===== config.mk =====
export PLATFORM = sky130hd
export DESIGN_NAME = csv_record_field_tokenizer_top
export DESIGN_NICKNAME = d
export VERILOG_FILES = /design/src/rtl/core/csvtok_pkg.sv /design/src/rtl/core/csvtok_in_stage.sv /design/src/rtl/core/csvtok_scan.sv /design/src/rtl/core/csvtok_out_stage.sv /design/src/rtl/core/csv_record_field_tokenizer_top.sv
export VERILOG_INCLUDE_DIRS = /design/src /design/src/rtl/core
export SDC_FILE = /design/constraint.sdc
export NUM_CORES = 1
export LEC_CHECK = 0
export BUFFER_PORTS_ARGS = -buffer_cell sky130_fd_sc_hd__buf_4
export CORE_MARGIN = 5
export CORE_UTILIZATION = 56
export CTS_CLUSTER_SIZE = 8
export DETAILED_ROUTE_END_ITERATION = 12
export GPL_TIMING_DRIVEN = 0
export PLACE_DENSITY = 0.79
export SLEW_MARGIN = 5
export SYNTH_ARGS = -nofsm -noshare
export SYNTH_HDL_FRONTEND = slang
export SYNTH_SLANG_ARGS = --single-unit

===== constraint.sdc =====
create_clock -name i_clk -period 4.1 [get_ports i_clk]
set_input_delay 0.82 -clock i_clk [delete_from_list [all_inputs] [get_ports i_clk]]
set_output_delay 0.82 -clock i_clk [all_outputs]
set_load 0.02 [all_outputs]

===== src/rtl/core/csv_record_field_tokenizer_top_assert.svh =====
// ----------------------------------------------------------------------------
// csv_record_field_tokenizer_top_assert.svh
// Assertion macros for the CSV record field tokenizer.
// ----------------------------------------------------------------------------
`ifndef CSV_RECORD_FIELD_TOKENIZER_TOP_ASSERT_SVH
`define CSV_RECORD_FIELD_TOKENIZER_TOP_ASSERT_SVH

// Same-cycle implication, checked on every rising edge outside reset.
`define CSVTOK_ASSERT_NOW(lbl, ante, cons, msg) \
    lbl: assert property (@(posedge i_clk) disable iff (!i_rst_n) \
        (ante) |-> (cons)) else $error(msg);

// Next-cycle implication.
`define CSVTOK_ASSERT_NEXT(lbl, ante, cons, msg) \
    lbl: assert property (@(posedge i_clk) disable iff (!i_rst_n) \
        (ante) |=> (cons)) else $error(msg);

`endif


===== src/rtl/core/csvtok_pkg.sv =====
// ----------------------------------------------------------------------------
// csvtok_pkg
// Types and constants shared by the CSV record field tokenizer.
// ----------------------------------------------------------------------------
package csvtok_pkg;

    localparam int MAX_FIELDS  = 32;
    localparam int STORE_BYTES = 512;

    localparam int USED_W  = $clog2(STORE_BYTES);
    localparam int FOPEN_W = $clog2(MAX_FIELDS + 1);
    localparam int IDX_W   = 5;
    localparam int TOTAL_W = 6;
    localparam int BYTE_W  = 8;

    localparam logic [BYTE_W-1:0] CH_QUOTE = 8'h22;
    localparam logic [BYTE_W-1:0] CH_COMMA = 8'h2C;
    localparam logic [BYTE_W-1:0] CH_CR    = 8'h0D;
    localparam logic [BYTE_W-1:0] CH_LF    = 8'h0A;

    localparam logic OP_DATA = 1'b0;
    localparam logic OP_END  = 1'b1;

    typedef enum logic [1:0] {
        MODE_UNQUOTED = 2'd0,
        MODE_QUOTED   = 2'd1,
        MODE_PENDING  = 2'd2
    } t_mode;

    typedef struct packed {
        logic              op;
        logic [BYTE_W-1:0] in_byte;
    } t_item;

    typedef struct packed {
        logic [BYTE_W-1:0]  out_byte;
        logic [IDX_W-1:0]   field_index;
        logic               is_field_end;
        logic               is_record_end;
        logic               record_error;
        logic [TOTAL_W-1:0] total_fields;
    } t_result;

endpackage


===== src/rtl/core/csvtok_in_stage.sv =====
// ----------------------------------------------------------------------------
// csvtok_in_stage
// Input register: holds one accepted beat until the scanner consumes it.
// ----------------------------------------------------------------------------
module csvtok_in_stage (
    input  logic                i_clk,
    input  logic                i_rst_n,
    input  logic                i_valid,
    output logic                o_ready,
    input  csvtok_pkg::t_item   i_item,
    input  logic                i_advance,
    output logic                o_valid,
    output csvtok_pkg::t_item   o_item
);

    logic              r_valid;
    csvtok_pkg::t_item r_item;

    assign o_ready = !r_valid || i_advance;
    assign o_valid = r_valid;
    assign o_item  = r_item;

    always_ff @(posedge i_clk) begin
        if (!i_rst_n) begin
            r_valid <= 1'b0;
        end else if (o_ready) begin
            r_valid <= i_valid;
        end
    end

    always_ff @(posedge i_clk) begin
        if (i_valid && o_ready) begin
            r_item <= i_item;
        end
    end

endmodule


===== src/rtl/core/csvtok_scan.sv =====
// ----------------------------------------------------------------------------
// csvtok_scan
// Quote-mode tracker, store and field counters, and result decode.
// ----------------------------------------------------------------------------
module csvtok_scan (
    input  logic                i_clk,
    input  logic                i_rst_n,
    input  logic                i_step,
    input  csvtok_pkg::t_item   i_item,
    output logic                o_res_valid,
    output csvtok_pkg::t_result o_res
);

    csvtok_pkg::t_mode                 r_mode, n_mode;
    logic [csvtok_pkg::USED_W-1:0]     r_used, n_used;
    logic [csvtok_pkg::FOPEN_W-1:0]    r_fopen, n_fopen;
    logic                              r_err, n_err;
    logic                              r_stop, n_stop;

    logic                              room;
    logic                              fields_full;
    logic                              is_quote;
    logic                              is_comma;
    logic                              is_eol;
    logic                              live;
    logic [csvtok_pkg::IDX_W-1:0]      cur_idx;

    assign room        = r_used < csvtok_pkg::USED_W'(csvtok_pkg::STORE_BYTES - 1);
    assign fields_full = r_fopen >= csvtok_pkg::FOPEN_W'(csvtok_pkg::MAX_FIELDS);
    assign is_quote    = i_item.in_byte == csvtok_pkg::CH_QUOTE;
    assign is_comma    = i_item.in_byte == csvtok_pkg::CH_COMMA;
    assign is_eol      = (i_item.in_byte == csvtok_pkg::CH_CR) ||
                         (i_item.in_byte == csvtok_pkg::CH_LF);
    assign live        = (i_item.op == csvtok_pkg::OP_DATA) && !r_err && !r_stop;
    assign cur_idx     = csvtok_pkg::IDX_W'(r_fopen - csvtok_pkg::FOPEN_W'(1));

    // next mode
    always_comb begin
        n_mode = r_mode;
        if (i_item.op == csvtok_pkg::OP_END) begin
            n_mode = csvtok_pkg::MODE_UNQUOTED;
        end else if (live) begin
            case (r_mode)
                csvtok_pkg::MODE_QUOTED: begin
                    n_mode = is_quote ? csvtok_pkg::MODE_PENDING : csvtok_pkg::MODE_QUOTED;
                end
                default: begin
                    // pending with a quote is an escaped quote; otherwise unquoted
                    n_mode = is_quote ? csvtok_pkg::MODE_QUOTED : csvtok_pkg::MODE_UNQUOTED;
                end
            endcase
        end
    end

    // counters, flags and result
    always_comb begin
        n_used      = r_used;
        n_fopen     = r_fopen;
        n_err       = r_err;
        n_stop      = r_stop;
        o_res_valid = 1'b0;
        o_res       = '0;
        if (i_item.op == csvtok_pkg::OP_END) begin
            o_res_valid         = 1'b1;
            o_res.is_record_end = 1'b1;
            if (r_err || !room) begin
                o_res.record_error = 1'b1;
            end else begin
                o_res.is_field_end = 1'b1;
                o_res.field_index  = cur_idx;
                o_res.total_fields = csvtok_pkg::TOTAL_W'(r_fopen);
            end
            n_used  = '0;
            n_fopen = csvtok_pkg::FOPEN_W'(1);
            n_err   = 1'b0;
            n_stop  = 1'b0;
        end else if (live) begin
            if (r_mode == csvtok_pkg::MODE_QUOTED ||
                (r_mode == csvtok_pkg::MODE_PENDING && is_quote)) begin
                if (r_mode == csvtok_pkg::MODE_PENDING || !is_quote) begin
                    if (room) begin
                        n_used            = r_used + csvtok_pkg::USED_W'(1);
                        o_res_valid       = 1'b1;
                        o_res.out_byte    = i_item.in_byte;
                        o_res.field_index = cur_idx;
                    end else begin
                        n_err = 1'b1;
                    end
                end
            end else if (is_quote) begin
                n_err = r_err;
            end else if (is_comma) begin
                if (!room || fields_full) begin
                    n_err = 1'b1;
                end else begin
                    n_used             = r_used + csvtok_pkg::USED_W'(1);
                    n_fopen            = r_fopen + csvtok_pkg::FOPEN_W'(1);
                    o_res_valid        = 1'b1;
                    o_res.field_index  = cur_idx;
                    o_res.is_field_end = 1'b1;
                end
            end else if (is_eol) begin
                n_stop = 1'b1;
            end else if (room) begin
                n_used            = r_used + csvtok_pkg::USED_W'(1);
                o_res_valid       = 1'b1;
                o_res.out_byte    = i_item.in_byte;
                o_res.field_index = cur_idx;
            end else begin
                n_err = 1'b1;
            end
        end
    end

    always_ff @(posedge i_clk) begin
        if (!i_rst_n) begin
            r_mode  <= csvtok_pkg::MODE_UNQUOTED;
            r_used  <= '0;
            r_fopen <= csvtok_pkg::FOPEN_W'(1);
            r_err   <= 1'b0;
            r_stop  <= 1'b0;
        end else if (i_step) begin
            r_mode  <= n_mode;
            r_used  <= n_used;
            r_fopen <= n_fopen;
            r_err   <= n_err;
            r_stop  <= n_stop;
        end
    end

endmodule


===== src/rtl/core/csvtok_out_stage.sv =====
// ----------------------------------------------------------------------------
// csvtok_out_stage
// Result register: holds one result beat until the sink takes it.
// ----------------------------------------------------------------------------
module csvtok_out_stage (
    input  logic                i_clk,
    input  logic                i_rst_n,
    input  logic                i_load,
    input  csvtok_pkg::t_result i_res,
    output logic                o_free,
    output logic                o_valid,
    input  logic                i_ready,
    output csvtok_pkg::t_result o_res
);

    logic                r_valid;
    csvtok_pkg::t_result r_res;

    assign o_free  = !r_valid || i_ready;
    assign o_valid = r_valid;
    assign o_res   = r_res;

    always_ff @(posedge i_clk) begin
        if (!i_rst_n) begin
            r_valid <= 1'b0;
        end else if (i_load) begin
            r_valid <= 1'b1;
        end else if (i_ready) begin
            r_valid <= 1'b0;
        end
    end

    always_ff @(posedge i_clk) begin
        if (i_load) begin
            r_res <= i_res;
        end
    end

endmodule


===== src/rtl/core/csv_record_field_tokenizer_top.sv =====
// ----------------------------------------------------------------------------
// csv_record_field_tokenizer_top
// Streaming CSV record tokenizer with quote handling and record summary.
// ----------------------------------------------------------------------------
// One byte or end-of-record beat is taken every cycle while the sink keeps up.
// Each beat passes an input register, the quote-mode and counter logic, and a
// result register, which loads when the scanner consumes the beat; beats that
// make no result (quotes, bytes after CR/LF or after an error) leave no gap.
// While a result waits on a stalled sink, the input register takes one more
// beat and then holds tready low until the result drains. No clearing pass
// after reset.
module csv_record_field_tokenizer_top (
    input  logic        i_clk,
    input  logic        i_rst_n,
    input  logic        i_s_axis_tvalid,
    output logic        o_s_axis_tready,
    input  logic [7:0]  i_s_axis_tdata,   // [7:0] in_byte
    input  logic        i_s_axis_tuser,   // [0] op
    output logic        o_m_axis_tvalid,
    input  logic        i_m_axis_tready,
    output logic [23:0] o_m_axis_tdata,   // [7:0] out_byte, [12:8] field_index,
                                          // [18:13] total_fields, [23:19] zero
    output logic [1:0]  o_m_axis_tuser,   // [0] is_field_end, [1] record_error
    output logic        o_m_axis_tlast    // is_record_end
);

    csvtok_pkg::t_item   in_item;
    csvtok_pkg::t_item   stage_item;
    csvtok_pkg::t_result scan_res;
    csvtok_pkg::t_result out_res;
    logic                stage_valid;
    logic                out_free;
    logic                step;
    logic                res_valid;

    assign in_item.op      = i_s_axis_tuser;
    assign in_item.in_byte = i_s_axis_tdata;
    assign step            = stage_valid && out_free;

    csvtok_in_stage u_in (
        .i_clk     (i_clk),
        .i_rst_n   (i_rst_n),
        .i_valid   (i_s_axis_tvalid),
        .o_ready   (o_s_axis_tready),
        .i_item    (in_item),
        .i_advance (out_free),
        .o_valid   (stage_valid),
        .o_item    (stage_item)
    );

    csvtok_scan u_scan (
        .i_clk       (i_clk),
        .i_rst_n     (i_rst_n),
        .i_step      (step),
        .i_item      (stage_item),
        .o_res_valid (res_valid),
        .o_res       (scan_res)
    );

    csvtok_out_stage u_out (
        .i_clk   (i_clk),
        .i_rst_n (i_rst_n),
        .i_load  (step && res_valid),
        .i_res   (scan_res),
        .o_free  (out_free),
        .o_valid (o_m_axis_tvalid),
        .i_ready (i_m_axis_tready),
        .o_res   (out_res)
    );

    assign o_m_axis_tdata = {5'd0, out_res.total_fields, out_res.field_index,
                             out_res.out_byte};
    assign o_m_axis_tuser = {out_res.record_error, out_res.is_field_end};
    assign o_m_axis_tlast = out_res.is_record_end;

`include "csv_record_field_tokenizer_top_assert.svh"

    `CSVTOK_ASSERT_NOW(a_err_only_at_end, o_m_axis_tvalid && o_m_axis_tuser[1], o_m_axis_tlast && !o_m_axis_tuser[0] && (o_m_axis_tdata[18:13] == 6'd0), "error flag off a clean record end")
    `CSVTOK_ASSERT_NOW(a_end_has_count, o_m_axis_tvalid && o_m_axis_tlast && !o_m_axis_tuser[1], o_m_axis_tuser[0] && (o_m_axis_tdata[18:13] != 6'd0), "record end without field count")
    `CSVTOK_ASSERT_NOW(a_count_only_at_end, o_m_axis_tvalid && !o_m_axis_tlast, o_m_axis_tdata[18:13] == 6'd0, "field count on a non-final beat")
    `CSVTOK_ASSERT_NEXT(a_stalled_stage_holds, stage_valid && !out_free, stage_valid && $stable(stage_item), "input stage lost a beat under stall")

endmodule

==> results.tsv, run 1 <==
metric	value	unit
holdPathEnd	u_out.o_res[7]	
viasPerCell	5.71	
p_leak	1.15	nW
r2r_slack	1.44	ns
worst_slew_margin_rel	41.6	%
finish.net_count	305	
finalHoldViolations	0	
dp_hpwl	3550	um
report.final.slew_viol_count	0	
grt_first_pass_wirelength	8470	um
mean_instance_size_in_the_synthesized_netlist	10.7	sq um
place.port_buffers	36	
drt_iter0_drc	141	
crit_path_max_fanout	21	
critPathArrivalTime	2.68	ns
yosys_most_used_dff	edfxtp_1	
synth_cell_type_count	54	
cts_tree	yes	
netlist_area	2550	sq um
route.vias.total	1941	
synth_edf_count	31	
synthToLayoutAreaGrowth	18.7	%
finalClockSkew	0.00736	ns
insertedDiodeCount	0	
cts-htree-levels	2	
rsz0062_at_grt	no	
clk_path_buf_depth	2	
setup.worst_path.end_class	flop	
hold_buffers	0	
worst_r2r_startpoint	u_in.o_item[0]	
synth_cells	239	
cts-resized-gates	0	
peakVddDrop	0.165	mV
layout-drive-gt1-share	20.1	%
initial_util	58.1	%
max_clock_freq	375	MHz
worst_setup_hold_path_clk_slew	0.09	ns
initial_antenna_violation_count	0	
largest_net_degree_at_the_start_of_global_routing	22	
gr-total-overflow	0	
r2r-end	u_out.o_res[13]	
drt-total-wl	4780	um
hold_path_class	flop to flop	
min_delay_path_depth	0	
worstSetupStartpointType	flop	
wire_per_inst	14.1	um
instances_no_fill	340	
globalRouteTotalUtil	17.1	%
post-route-drc-count	0	
period_share	65.0	%
synthArstFlopShare	0	%
num_rows	24	
timing.reg2reg.worst_path_depth	8	
post-place-cells	332	
synthDominantAreaCellType	edfxtp_1	
synth_sequential_area_ratio	53.0	%
pin_count	42	
cts_setup_buffers	0	
filler_cell_count	346	
power_per_cell_area	346	nW/um^2
setup.worst_path.class	flop to flop	
floorplan.die.height	77.5	um
drt.antenna.violating_nets	0	
clkSinkCount	52	
ctsRootBufferMaster	clkbuf_8	
timing.final.crit_period	2.66	ns
core_region_area	4380	sq um
gpl.final_weighted_congestion	0.824	
netlist_top_cells_area	edfxtp_1 37%, dfxtp_1 16%, nor2_1 3.7%	
layout.cells.most_common	buf_4	
finalSetupTns	0	ns
ys_seq_elements	52	
yosysWarnings	0	
hold_path.startpoint	u_in.o_item[8]	
finalSetupViolCount	0	
cts_inserted_buffers	5	
insertion_delay	0.31	ns
timing_worst_slew_pin_value	0.864	ns
grt_pass1_vias	1791	
synth_top_area_share	36.5	%
mostFrequentLayoutCells	41 x buf_4, 31 x edfxtp_1, 24 x nor2_1	
timing.critical_path.required	4.12	ns
firstDrtPassIters	4	
die_x	77.5	um
run_status	finished clean	
die_area	6000	sq um
maxCapViolations	0	
## critical path, cell delays in order, from the launching register on
cell      delay (ns)
edfxtp_1        0.36
buf_2           0.18
nor4b_1         0.78
nand3_1         0.24
o311ai_0        0.18
nor2b_1         0.22
nor2_1          0.06
nor2_2          0.15
buf_8           0.21
## registers in the layout, summed over array words and instances (netlist names)
register,flops
u_scan.r_fopen,6
u_out.o_valid,1
u_in.o_valid,1
u_out.o_res,22
u_in.o_item,9
u_scan.r_used,9
u_scan.r_stop,1
u_scan.r_err,1
u_scan.r_mode,2
## synth_stat cells (4+ instances only)
master    instances
edfxtp_1         31
nor2_1           25
dfxtp_1          21
nand2_1          13
a21oi_1          12
and2_1            9
and3_1            9
nand3_1           9
clkbuf_1          8
inv_1             7
xnor2_1           7
nor3_1            6
a31oi_1           5
buf_4             5
ha_1              5
nor2b_1           5
nor4_1            5
nor4b_1           4
o21ai_1           4
## power breakdown
group          leakage [nW]  internal, W  switching, W  total (W)
clock                0.0552     0.000181      0.000161   0.000342
combinational         0.630    0.0000478     0.0000684   0.000116
sequential            0.465     0.000575     0.0000127   0.000588
total                  1.15     0.000804      0.000242    0.00105
## through the flow
| step | setup WS [ns] | hold slack [ns] | cell area, sq um | utilization [%] | total power [W] |
|---|---|---|---|---|---|
| floorplan | 1.18 | 0.424 | 2560 | - | 0.000673 |
| global placement | 0.656 | 0.437 | 2900 | 66.1 | 0.000711 |
| detailed placement | 1.54 | 0.440 | 2920 | 66.5 | 0.000716 |
| CTS | 1.45 | 0.461 | 3020 | 69.0 | 0.00105 |
| global route | 1.18 | 0.493 | 3020 | 69.0 | 0.00109 |
| finish | 1.44 | 0.460 | 3020 | 69.0 | 0.00105 |
## kinds of logic (layout without fill, tap and decap cells)
logic type                 Yosys count  in the layout  synth area share [%]
and+or+nand+nor                    106            106                  23.6
DFF                                 52             52                  53.0
AOI/OAI and AO/OA                   43             43                  13.0
buffers and inverters               21             66                  3.88
xor gates and xnor gates             8              8                  2.75
adders and majority gates            5              5                  2.45
muxes                                3              3                  1.18
other                                1              5                 0.147
## per-layer routing
| layer | part of all wire [%] | vias up | track usage (%) |
|---|---|---|---|
| li1 | - | 976 | - |
| met1 | 48 | 900 | 24.6 |
| met2 | 43 | 58 | 24.7 |
| met3 | 8.0 | 7 | 4.86 |
| met4 | 1.6 | 0 | 6.01 |
| met5 | 0 | - | 0 |
## cell type report
type / instances / area, sq um / area share (%)
repair buffers: 37 / 285 / 9.43
well taps: 52 / 65.1 / 2.15
clock inverters: 2 / 35.0 / 1.16
flip-flops and latches: 52 / 1350 / 44.7
plain buffers: 14 / 72.6 / 2.40
inverters: 7 / 26.3 / 0.869
clock buffers: 6 / 72.6 / 2.40
multi-input cells: 170 / 1120 / 36.9
## worst max-delay path by stage
| stage | startpoint | end | slack (ns) |
|---|---|---|---|
| after global routing | u_in.o_item[0] | u_out.o_res[13] | 1.18 |
| after floorplan | u_in.o_item[0] | u_out.o_res[0] | 1.18 |
| after CTS | u_in.o_item[0] | u_out.o_res[17] | 1.45 |
| final | u_in.o_item[0] | u_out.o_res[13] | 1.44 |
| after detailed placement | u_in.o_item[0] | u_out.o_res[13] | 1.54 |
| after global placement | u_in.o_item[0] | u_out.o_res[12] | 0.66 |
Note: power is estimated with default switching activity, not from simulation.
==> run 2: changes to the inputs <==
Settings changed: CORE_UTILIZATION 56 to 50, PLACE_DENSITY 0.79 to 0.75.
Clock period 4.1 ns to 2.25 ns, I/O delays scaled along.
==> run 2 against run 1 <==
Effect of this change: the run now ends with setup timing left; fmax up 11%; utilization down 1.8 points; global-route usage up 0.068 points; sequential power up 82%; routed wire length up 20%; clock skew up 0.0022 ns; cell area up 12%; count of clock-buffer cells in the layout unchanged; sequential share of layout area down 4.8 points; largest power group unchanged.
==> results.tsv, run 2 (synthesis gave the netlist of run 1 again) <==
metric	value	unit	change
run_status	complete, but fails checks		
failing_checks	setup timing		
wire_per_inst	15.1	um	+7.4%
initial_antenna_violation_count	0		unchanged
ctsRootBufferMaster	clkbuf_8		
insertion_delay	0.32	ns	about the same
sw_frac_of_total	24.0	%	+0.87 points
dpl-instance-area	2940	sq um	+0.64%
report.final.slew_viol_count	0		unchanged
floorplan.die.height	81.4	um	+5.1%
finalClockSkew	0.00954	ns	+0.00218 ns
finish.net_count	326		+6.9%
setup.worst_path.end_class	flop		
worst_setup_hold_path_clk_slew	0.09	ns	about the same
largest_reg_flops	22		unchanged
core_region_area	5040	sq um	+15%
drt-total-wl	5720	um	+20%
p_sw	0.000483	W	+100%
drt.antenna.violating_nets	0		unchanged
setup.worst_path.class	flop to flop		
firstDrtPassIters	4		unchanged
pin_count	42		unchanged
p_leak	1.30	nW	+13%
r2r_slack	-0.16	ns	-1.59 ns
p_clk_share	33.4	%	+0.7 points
finalSetupViolCount	11		+11
cts_tree	yes		
crit_path_max_fanout	3		-86%
worstSetupStartpointType	flop		
largest_net_degree_at_the_start_of_global_routing	17		-23%
die_x	81.4	um	+5.1%
max_clock_freq	415	MHz	+11%
timing.reg2reg.worst_path_depth	6		-2
cts_inserted_buffers	5		unchanged
worst_r2r_startpoint	u_in.o_item[7]		
r2r-end	u_out.o_res[8]		
hold_path.startpoint	i_s_axis_tdata[7]		
gpl.final_weighted_congestion	0.795		-3.5%
mostFrequentLayoutCells	60 x buf_4, 31 x edfxtp_1, 22 x nor2_1		
hold_path_class	input pin to flop		
initial_util	50.5	%	-7.6 points
layout.cells.most_common	buf_4		
peakVddDrop	0.343	mV	+110%
holdPathEnd	u_in.o_item[7]		
layout-drive-gt1-share	31.4	%	+11 points
clk_path_buf_depth	2		unchanged
grt_first_pass_wirelength	8810	um	+4.0%
timing.critical_path.required	2.45	ns	-1.67 ns
place.port_buffers	36		unchanged
num_rows	26		+8.3%
timing_worst_slew_pin_value	0.529	ns	-0.335 ns
power_per_cell_area	594	nW/um^2	+72%
worst_slew_margin_rel	64.7	%	+23 points
post-place-cells	349		+5.1%
hold_buffers	0		unchanged
maxCapViolations	0		unchanged
comb_power_share	13.4	%	+2.3 points
seqPwrFrac	53.1	%	-3.1 points
route.vias.total	2083		+7.3%
finalHoldViolations	0		unchanged
synthToLayoutAreaGrowth	32.9	%	
critPathArrivalTime	2.60	ns	-0.08 ns
dp_hpwl	3670	um	+3.6%
post-route-drc-count	0		unchanged
fin_area	3390	sq um	+12%
grt_pass1_vias	1947		+8.7%
drt_iter0_drc	156		+11%
internal_power	0.00153	W	+90%
timing.final.crit_period	2.41	ns	-0.257 ns
period_share	107	%	+42 points
globalRouteTotalUtil	17.2	%	+0.068 points
rsz0062_at_grt	yes		
insertedDiodeCount	0		unchanged
layout_setup_ws	-0.157	ns	-1.59 ns
gr-total-overflow	0		unchanged
die_area	6630	sq um	+10%
min_delay_path_depth	1		+1
cts-htree-levels	2		unchanged
instances_no_fill	379		+11%
viasPerCell	5.50		-3.7%
clkSinkCount	52		unchanged
==> run 2: changes by cell type in the layout (fill, tap and decap cells not counted), moves of 2 or more <==
| cell | before | now |
|---|---|---|
| buf_12 | 0 | 2 |
| buf_4 | 41 | 60 |
| nor2b_2 | 0 | 2 |
| nor4b_4 | 0 | 3 |
| nor4b_1 | 4 | 1 |
| nor2_1 | 24 | 22 |
| nor2_4 | 0 | 2 |
| nor3_1 | 6 | 4 |
| clkbuf_1 | 9 | 7 |
| a21oi_2 | 0 | 2 |
| nor2b_1 | 5 | 3 |
| a21oi_1 | 12 | 10 |
==> run 2: how the worst max path moves through the flow <==
stage,from,endpoint,slack (ns),cells past startpoint
detailed placement,u_in.o_item[8],u_out.o_res[13],-0.29,5
finish,u_in.o_item[7],u_out.o_res[8],-0.16,6
CTS,u_in.o_item[4],u_scan.r_used[1],-0.13,6
global route,u_in.o_item[4],u_scan.r_err,-0.27,7
global placement,u_in.o_item[8],u_out.o_res[11],-0.23,5
floorplan,u_in.o_item[4],u_scan.r_used[1],-0.04,6
==> run 2: what timing repair did <==
item                                    CTS  global route
pin swaps                                 4             9
setup buffers                            13             9
endpoints found under the setup margin   35            36
cloned                                    1             0
gates resized for setup                  10            15
==> run 2: area by class of cell <==
cell class,count,area (sq um)
plain buffers,13,68.8
well taps,70,87.6
inverters,7,26.3
fillers,373,1650
clock inverters,2,38.8
multi-input cells,171,1270
clock buffers,6,82.6
repair buffers,58,464
flip-flops and latches,52,1350
==> run 2: critical path, cell delays in order, from the launching register on <==
cell,delay (ns)
edfxtp_1,0.41
or4b_4,0.56
or4_4,0.53
buf_4,0.17
nor3_4,0.22
nor4b_4,0.26
o21a_1,0.14
==> run 2: power by group through the flow <==
stage / logic [W] / registers (W) / clock network, W
global placement: 0.000208 / 0.00109 / 0
CTS: 0.000240 / 0.00107 / 0.000677
finish: 0.000271 / 0.00107 / 0.000673
floorplan: 0.000116 / 0.00111 / 0
global route: 0.000291 / 0.00107 / 0.000727
detailed placement: 0.000211 / 0.00109 / 0
==> run 2: metrics by stage <==
step	power, W	util, %	hold WS [ns]	TNS (ns)	worst slack, ns
2_1_floorplan	0.00123	-	0.424	-0.136	-0.0410
3_3_place_gp	0.00130	58.2	0.433	-6.56	-0.230
3_5_place_dp	0.00130	58.2	0.445	-8.13	-0.287
4_1_cts	0.00199	64.1	0.313	-0.848	-0.132
5_1_grt	0.00209	67.2	0.306	-3.48	-0.269
6_report	0.00201	67.2	0.313	-1.12	-0.157
==> run 2: metal layers <==
metal / GRT usage [%] / routed length [um]
met3: 2.99 / 388
met1: 21.6 / 2330
met2: 30.0 / 2900
met5: 0 / 0
met4: 5.24 / 101
==> run 3: changes to the inputs <==
Settings changed: PLACE_DENSITY 0.75 to 0.84.
==> run 3 against run 2 <==
Effect of this change: largest cell class unchanged; clock skew is 0.0032 ns lower; die area stayed put; the run still ends with setup timing left; cell area shrank 1.4%; setup slack better by 0.0011 ns.
==> results.tsv, run 3 (synthesis gave the netlist of run 1 again) <==
metric	value	unit	change
run_status	complete, but fails checks		
failing_checks	setup timing		
p_leak	1.26	nW	-2.8%
synthToLayoutAreaGrowth	31.1	%	
worst_r2r_startpoint	u_in.o_item[4]		
hold_path_class	input pin to flop		
power_per_cell_area	556	nW/um^2	-6.4%
hold_path.startpoint	i_s_axis_tuser		
max_clock_freq	416	MHz	about the same
min_delay_path_depth	1		unchanged
place.port_buffers	36		unchanged
drt.antenna.violating_nets	0		unchanged
timing.reg2reg.worst_path_depth	8		+2
layout-drive-gt1-share	32.1	%	+0.74 points
grt_first_pass_wirelength	8750	um	-0.70%
initial_util	50.5	%	unchanged
layout.core_utilization	66.3	%	-0.92 points
dp_hpwl	3610	um	-1.6%
r2r-end	u_scan.r_err		
grt_pass1_vias	1872		-3.9%
report.final.slew_viol_count	0		unchanged
cts_inserted_buffers	5		unchanged
filler_cell_count	359		-3.8%
largest_net_degree_at_the_start_of_global_routing	17		unchanged
viasPerCell	5.53		+0.58%
layout.cells.most_common	buf_4		
worst_slew_margin_rel	62.4	%	-2.3 points
die_area	6630	sq um	unchanged
gr-total-overflow	0		unchanged
rsz0062_at_grt	yes		
insertedDiodeCount	0		unchanged
finalClockSkew	0.00632	ns	-0.00322 ns
worst_setup_hold_path_clk_slew	0.09	ns	about the same
setup.worst_path.class	flop to flop		
gpl.final_weighted_congestion	0.853		+7.3%
critPathArrivalTime	2.61	ns	about the same
floorplan.die.height	81.4	um	unchanged
power.total	0.00186	W	-7.6%
route.vias.total	2073		-0.48%
clk_path_buf_depth	2		unchanged
period_share	107	%	about the same
wire_per_inst	15.6	um	+3.4%
drt_iter0_drc	210		+35%
worstSetupStartpointType	flop		
clkSinkCount	52		unchanged
num_rows	26		unchanged
pin_count	42		unchanged
cts-htree-levels	2		unchanged
timing.final.crit_period	2.41	ns	-0.00111 ns
finalSetupTns	-0.919	ns	+0.199 ns
setup.worst_path.end_class	flop		
largest_reg_flops	22		unchanged
firstDrtPassIters	4		unchanged
die_x	81.4	um	unchanged
peakVddDrop	0.264	mV	-23%
dpl-instance-area	2940	sq um	unchanged
drt-total-wl	5850	um	+2.3%
timing_worst_slew_pin_value	0.563	ns	+0.0336 ns
post-route-drc-count	0		unchanged
finalSetupViolCount	11		unchanged
maxCapViolations	0		unchanged
hold_buffers	0		unchanged
initial_antenna_violation_count	0		unchanged
holdPathEnd	u_in.o_item[8]		
cts_tree	yes		
core_region_area	5040	sq um	unchanged
fin_area	3340	sq um	-1.4%
crit_path_max_fanout	6		+3
mostFrequentLayoutCells	56 x buf_4, 31 x edfxtp_1, 22 x nor2_1		
ctsRootBufferMaster	clkbuf_8		
insertion_delay	0.31	ns	about the same
timing.critical_path.required	2.46	ns	about the same
r2r_slack	-0.16	ns	about the same
place_worst_setup_slack	-0.288	ns	-0.000907 ns
layout_setup_ws	-0.156	ns	+0.00112 ns
finalHoldViolations	0		unchanged
globalRouteTotalUtil	17.2	%	+0.020 points
finish.net_count	322		-1.2%
==> run 3: cell types whose count changed in the layout (fill, tap and decap cells not counted), moves of 2 or more <==
cell / previous run / this run
nor2_4: 2 / 4
nor4_4: 1 / 3
clkbuf_2: 0 / 2
nor2b_2: 2 / 0
nor4_1: 4 / 2
buf_4: 60 / 56
==> run 3: repair_timing <==
action,CTS,global route
pin swaps,7,16
gates cloned,2,0
setup buffers,9,7
resized for setup,9,25
setup endpoints to repair,34,39
==> run 3: final cells by class <==
cell class,instances,area (sq um),area share [%]
Timing Repair Buffer,52,403,12.1
Sequential cell,52,1350,40.4
Multi-Input combinational cell,172,1310,39.2
Clock buffer,6,72.6,2.17
Clock inverter,2,16.3,0.487
Inverter,7,26.3,0.786
Buffer,14,75.1,2.25
Tap cell,70,87.6,2.62
==> run 3: power breakdown <==
part	internal [W]	leakage (nW)	switching, W	total, W
logic	0.000110	0.756	0.000154	0.000264
registers	0.00105	0.465	0.0000227	0.00107
clock network	0.000222	0.0414	0.000304	0.000526
total	0.00138	1.26	0.000480	0.00186
==> run 3: per-stage QoR <==
step,instances,hold slack [ns]
floorplan,243,0.424
global placement,349,0.434
detailed placement,349,0.467
CTS,368,0.316
global route,375,0.309
finish,375,0.313
==> run 3: worst max-delay path, stage by stage, from the launching register on <==
cell and delay (ns):
edfxtp_1 0.40, or4b_4 0.56, buf_4 0.16, or4b_4 0.51
o311ai_4 0.14, buf_4 0.20, a21oi_1 0.05, o22ai_1 0.23
nor2_1 0.06
==> run 3: worst max-delay path by stage <==
stage | startpoint | to | cells past startpoint
2_1_floorplan | u_in.o_item[4] | u_scan.r_used[1] | 6
3_3_place_gp | u_in.o_item[0] | u_out.o_res[13] | 7
3_5_place_dp | u_in.o_item[7] | u_out.o_res[13] | 6
4_1_cts | u_in.o_item[4] | u_scan.r_used[1] | 6
5_1_grt | u_in.o_item[4] | u_scan.r_err | 8
6_report | u_in.o_item[4] | u_scan.r_err | 8
==> run 3: routing by layer <==
metal	track usage, %	up-vias	part of all wire (%)
li1	-	1013	-
met1	21.1	977	41
met2	28.9	74	52
met3	3.22	9	5.9
met4	8.45	0	1.5
met5	0	-	0
